==> src/design/qvt_pkg.sv <==
package qvt_pkg;

    // field and register widths
    localparam int OP_W      = 2;
    localparam int ST_W      = 8;
    localparam int AI_W      = 3;
    localparam int VAL_W     = 32;
    localparam int RND_W     = 16;
    localparam int CFG_W     = 9;
    localparam int ACT_W     = 4;
    localparam int CFG_IDX_W = 1;

    // largest column count the actions register can express
    localparam int ACT_MAXV = (1 << ACT_W) - 1;

    // remainder unit retires two dividend bits per step
    localparam int MOD_STEPS = RND_W / 2;

    localparam int DEF_MAX_STATES  = 256;
    localparam int DEF_MAX_ACTIONS = 8;

    localparam logic [OP_W-1:0] OP_WRITE  = 2'd0;
    localparam logic [OP_W-1:0] OP_READ   = 2'd1;
    localparam logic [OP_W-1:0] OP_MAX    = 2'd2;
    localparam logic [OP_W-1:0] OP_SELECT = 2'd3;

    localparam logic [CFG_IDX_W-1:0] CFG_STATES  = 1'b0;
    localparam logic [CFG_IDX_W-1:0] CFG_ACTIONS = 1'b1;

    localparam logic [CFG_W-1:0] STATES_RST  = 9'd256;
    localparam logic [ACT_W-1:0] ACTIONS_RST = 4'd4;

    typedef struct packed {
        logic clr;        // clear sweep: zero one entry
        logic load;       // capture input item
        logic mem_wr;     // store write value
        logic rd_one;     // read addressed entry
        logic cap_rd;     // latch read data
        logic scan;       // row scan: issue reads, fold returns
        logic mod_step;   // two bits of random mod ties
        logic pick_step;  // walk tie mask one column
        logic out_load;   // fill output register
    } t_cmd;

    typedef struct packed {
        logic            clr_last;
        logic            err;
        logic [OP_W-1:0] op;
        logic            scan_done;
        logic            mod_last;
        logic            pick_hit;
        logic            out_free;
    } t_sts;

endpackage

==> src/design/qvt_ctrl.sv <==
module qvt_ctrl
    import qvt_pkg::*;
(
    input  logic i_clk,
    input  logic i_rst_n,
    input  logic i_in_valid,
    output logic o_in_ready,
    input  t_sts i_sts,
    output t_cmd o_cmd
);

    localparam logic [2:0] S_CLEAR = 3'd0;
    localparam logic [2:0] S_IDLE  = 3'd1;
    localparam logic [2:0] S_EXEC  = 3'd2;
    localparam logic [2:0] S_CAPT  = 3'd3;
    localparam logic [2:0] S_SCAN  = 3'd4;
    localparam logic [2:0] S_MOD   = 3'd5;
    localparam logic [2:0] S_PICK  = 3'd6;
    localparam logic [2:0] S_DONE  = 3'd7;

    logic [2:0] r_state;
    logic [2:0] n_state;

    always_comb begin
        n_state = r_state;
        o_cmd   = '0;
        case (r_state)
            S_CLEAR: begin
                o_cmd.clr = 1'b1;
                if (i_sts.clr_last) begin
                    n_state = S_IDLE;
                end
            end
            S_IDLE: begin
                o_cmd.load = i_in_valid;
                if (i_in_valid) begin
                    n_state = S_EXEC;
                end
            end
            S_EXEC: begin
                if (i_sts.err) begin
                    n_state = S_DONE;
                end else begin
                    case (i_sts.op)
                        OP_WRITE: begin
                            o_cmd.mem_wr = 1'b1;
                            n_state      = S_DONE;
                        end
                        OP_READ: begin
                            o_cmd.rd_one = 1'b1;
                            n_state      = S_CAPT;
                        end
                        default: begin
                            n_state = S_SCAN;
                        end
                    endcase
                end
            end
            S_CAPT: begin
                o_cmd.cap_rd = 1'b1;
                n_state      = S_DONE;
            end
            S_SCAN: begin
                o_cmd.scan = 1'b1;
                if (i_sts.scan_done) begin
                    n_state = (i_sts.op == OP_MAX) ? S_DONE : S_MOD;
                end
            end
            S_MOD: begin
                o_cmd.mod_step = 1'b1;
                if (i_sts.mod_last) begin
                    n_state = S_PICK;
                end
            end
            S_PICK: begin
                o_cmd.pick_step = 1'b1;
                if (i_sts.pick_hit) begin
                    n_state = S_DONE;
                end
            end
            S_DONE: begin
                o_cmd.out_load = i_sts.out_free;
                if (i_sts.out_free) begin
                    n_state = S_IDLE;
                end
            end
            default: begin
                n_state = S_IDLE;
            end
        endcase
    end

    always_ff @(posedge i_clk) begin
        if (!i_rst_n) begin
            r_state <= S_CLEAR;
        end else begin
            r_state <= n_state;
        end
    end

    assign o_in_ready = (r_state == S_IDLE);

endmodule

==> config.mk <==
export PLATFORM = sky130hd
export DESIGN_NAME = qvt_ctrl
export DESIGN_NICKNAME = d
export VERILOG_FILES = /design/src/design/qvt_pkg.sv /design/src/design/qvt_ctrl.sv
export SDC_FILE = /design/constraint.sdc
export NUM_CORES = 1
export LEC_CHECK = 0
export BUFFER_PORTS_ARGS = -buffer_cell sky130_fd_sc_hd__buf_2
export CAP_MARGIN = 40
export CORE_AREA = 2 2 39 41
export CTS_CLUSTER_SIZE = 8
export DETAILED_ROUTE_END_ITERATION = 10
export DIE_AREA = 0 0 41 43
export GPL_ROUTABILITY_DRIVEN = 0
export PLACE_DENSITY = 0.62
export SETUP_SLACK_MARGIN = 0.02
export SYNTH_ARGS = -nofsm -noshare
export SYNTH_HDL_FRONTEND = slang
export SYNTH_SLANG_ARGS = --single-unit
==> constraint.sdc <==
create_clock -name i_clk -period 1.1 [get_ports i_clk]
set_input_delay 0.055 -clock i_clk [delete_from_list [all_inputs] [get_ports i_clk]]
set_output_delay 0.055 -clock i_clk [all_outputs]
set_load 0.03 [all_outputs]
## After elaboration in Yosys (flattened, before gate mapping)

Index checks and enable logic that the tools add are counted.
Widths: inputs -> output; s select.

- Bits in registers: 3
- Logic and storage cells: 40
- Output and inout bits: 10
- Input port bits: 11

- Reductions and logical operators: 3
- Equal/unequal tests: 15
- Multiplexer cells: 21

Operators by type and width:

| kind | count |
|---|---|
| $pmux 3 s8 | 1 |
| $mux 3 | 7 |
| $eq 3x3->1 const B | 4 |
| $ne 2x2->1 const B | 6 |
| $mux 1 | 9 |
| $eq 3x2->1 const B | 2 |
| $mux 2 | 3 |
| $pmux 3 s2 | 1 |
| $reduce_and 6->1 | 1 |
| $eq 3x1->1 const B | 1 |
| $logic_not 3->1 | 1 |
| $eq 2x1->1 const B | 1 |
| $eq 2x2->1 const B | 1 |
| $logic_not 2->1 | 1 |

## Longest topological paths before layout

- Depth after elaboration: 4
- Gate-level depth with buffers: 5
- Gate-level depth less buffers: 4

## Worst setup path before layout

No wires, ideal clock.

- Path type: register to output
- Start point: register r_state[0]
- End point: output o_cmd[7] in the netlist's numbering
- Stages on the path, launching flop included: 5
- Arrival time: 1.787 ns
- Path slack: -0.742 ns
- Path buffers: 2
- Required time: 1.045 ns
- Path through: dfxtp_1 > buf_4 > buf_2 > nor3b_1 > and2_1

RTL lines:

| what | line | RTL |
|---|---|---|
| start, declared | qvt_ctrl.sv:21 | `logic [2:0] r_state;` |
| start signal, assigned | qvt_ctrl.sv:97 | `r_state <= n_state;` |
| end, declared | qvt_ctrl.sv:9 | `output t_cmd o_cmd` |

==> results_dict.tcl <==
set metrics [dict create \
    status "finished, violations left" \
    violations "setup timing" \
    ctsHtreeMaxLevel 1 \
    layout_net_count 95 \
    synth-seq-area-share 0.1538 \
    nFillCells 123 \
    asyncSetResetFlopFracSynth 0 \
    placement.io_buffers 20 \
    worst_setup_hold_path_clk_slew_ns 0.04 \
    totalNegativeSetupSlack_ns -1.875 \
    worst_hold_path.endpoint "r_state[2]" \
    antenna_left 0 \
    timing.hold.worst.class "input pin to register" \
    insertedDiodeCount 0 \
    worstSetupPathType "register to output pin" \
    critPathCaptureType "output pin" \
    fin_hold_ws_ns 0.08320 \
    die_y_um 43 \
    syn_area_per_cell_um2 7.967 \
    dr_total_vias 516 \
    syn_to_final_growth_pct 101.9 \
    grt_total_usage 0.1683 \
    setup_failing_eps_final 13 \
    tightestPinTransition_ns 0.2831 \
    grt_pass1_wl_um 2042 \
    max_slew_margin 0.8105 \
    clk_path_buf_depth 2 \
    hold_path.startpoint "i_rst_n" \
    timing.final.max_slew_violations 0 \
    timing.rr.start "r_state[2]" \
    clock-root-buffer "clkbuf_4" \
    fp-row-count 14 \
    grt_setup_unrepaired "true" \
    timing.final.crit_period_ns 1.312 \
    cts_hold_buffers 0 \
    yosys-top-cells-count "a21oi_1 (4), nand2_1 (4), nor2_1 (4), nor3_1 (4), dfxtp_1 (3)" \
    largest-register "r_state" \
    power_leakage_nw 0.3278 \
    drive_above_1_share 0.7229 \
    routed_wirelength_um 1293 \
    avgRoutedWirePerCell_um 13.06 \
    fmaxAchievable_ghz 0.7619 \
    dpl.hpwl_um 844.7 \
    worst_ir_drop_vdd_mv 0.8083 \
    fp.dieW_um 41 \
    finalHoldViolations 0 \
    grt_start_max_net_pins 10 \
    floorplan.initialDensity 0.2821 \
    overflow 0 \
    cts_made_buffers 3 \
    fp.dieArea_um2 1763 \
    drv.max_cap_violation_count 0 \
    worstPathMaxFanout 6 \
    ff2ff_setup_slack_ns -0.21 \
    cts_tree "done" \
    netlist.area_leader.share 0.1538 \
    synthTopCellsByArea "dfxtp_1 (15%), nor4b_4 (6.1%), buf_6 (5.8%)" \
    timing.rr.end "r_state[1]" \
    synth_top_area_cell "dfxtp_1" \
    drtIter0Drc 9 \
    boundaryPins 21 \
    largest_registers "r_state (3)" \
    final.setup_skew_ns 0.003126 \
    floorplan.core_area_um2 1384 \
    start_kind "register" \
    clkSinkCount 3 \
    r2r.worst_path.cells 5 \
    router_iterations_before_antenna_repair 4 \
    yosysWarnings 0 \
    synth_edf_count 0 \
    setup_ws_ns -0.2125 \
    synthesis.area_um2 390.4 \
    cp_data_arrival_time_ns 1.26 \
    grt_pass1_vias 515 \
    power_density_nw_per_um2 1251 \
    fin_crit_sh 1.193 \
    drc_errors 0 \
    synth_seq_cells 3 \
    worstPathRequired_ns 1.04 \
    synth.distinct_cells 28 \
    via_per_inst 5.212 \
    whs_path_depth 2 \
    largest_reg_flops 3 \
    grt_antenna_before_repair 0 \
    ys.flop_type "dfxtp_1" \
    synth_cells 49 \
    worst_skew_pair.late_latency_ns 0.24 \
    mappedNetlistNets 60 \
]
-- metrics by stage --
stage / worst slack (ns) / util / cells / instance area (µm²) / power (mW)
floorplan: -0.1420 / - / 49 / 462.9 / 0.5149
global placement: -0.1591 / 0.4241 / 88 / 586.8 / 0.6140
detailed placement: -0.2085 / 0.4241 / 88 / 586.8 / 0.6201
CTS: -0.1802 / 0.5081 / 96 / 703.2 / 0.9002
global route: -0.2632 / 0.5696 / 99 / 788.3 / 1.045
finish: -0.2125 / 0.5696 / 99 / 788.3 / 0.9862
-- critical path, cell delays in order, from the launching register on --
cell and delay [ns]:
dfxtp_4 0.36, buf_6 0.13, buf_4 0.13, buf_4 0.12, nor3_2 0.09, buf_4 0.18
-- power breakdown --
group          switching (mW)  internal, mW  total, mW
clock network          0.0653         0.136      0.202
registers              0.0459         0.135      0.181
logic                   0.289         0.314      0.604
-- timing repair --
item | CTS | global route
resized for setup | 21 | 18
setup endpoints to repair | 13 | 13
pin swaps | 2 | 3
setup buffers | 4 | 3
-- worst max path at each step --
stage,startpoint,depth (start not counted),to
global route,r_state[2],5,r_state[0]
global placement,r_state[1],4,o_cmd[6]
floorplan,r_state[1],4,o_cmd[7]
detailed placement,r_state[1],4,r_state[1]
CTS,r_state[1],4,o_cmd[6]
finish,r_state[2],5,o_cmd[8]
-- cell families (layout without fill, tap and decap cells) --
group                  count (synthesis)  after routing  synth area share
buffers and inverters                  7             41            0.1218
DFF                                    3              3            0.1539
muxes                                  1              1           0.02564
and+or+nand+nor                       29             29            0.5449
AOI/OAI and AO/OA                      9              9            0.1539
-- final cells by class --
class,instances,area [µm²],area share
tap,16,20.02,0.02540
sequential,3,71.32,0.09048
timing repair buffer,35,282.8,0.3587
clock buffer,4,26.28,0.03333
inverter,2,10.01,0.01270
multi-input combinational,39,377.9,0.4794
-- metal layers --
| layer | track usage | routed length [µm] |
|---|---|---|
| met3 | 0.03141 | 95 |
| met5 | 0 | 0 |
| met4 | 0.06000 | 12 |
| met2 | 0.3094 | 717 |
| met1 | 0.1725 | 467 |
-- cell usage in the layout (no fill, tap or decap), types with 2 or more instances in the layout --
cell type,n
nor3_4,4
and2_4,2
dfxtp_4,3
clkbuf_4,3
and4b_1,2
nand2_1,3
buf_2,10
nor2_1,3
buf_6,12
buf_4,13
a21oi_1,4
Power figures use the tool's default switching activity.
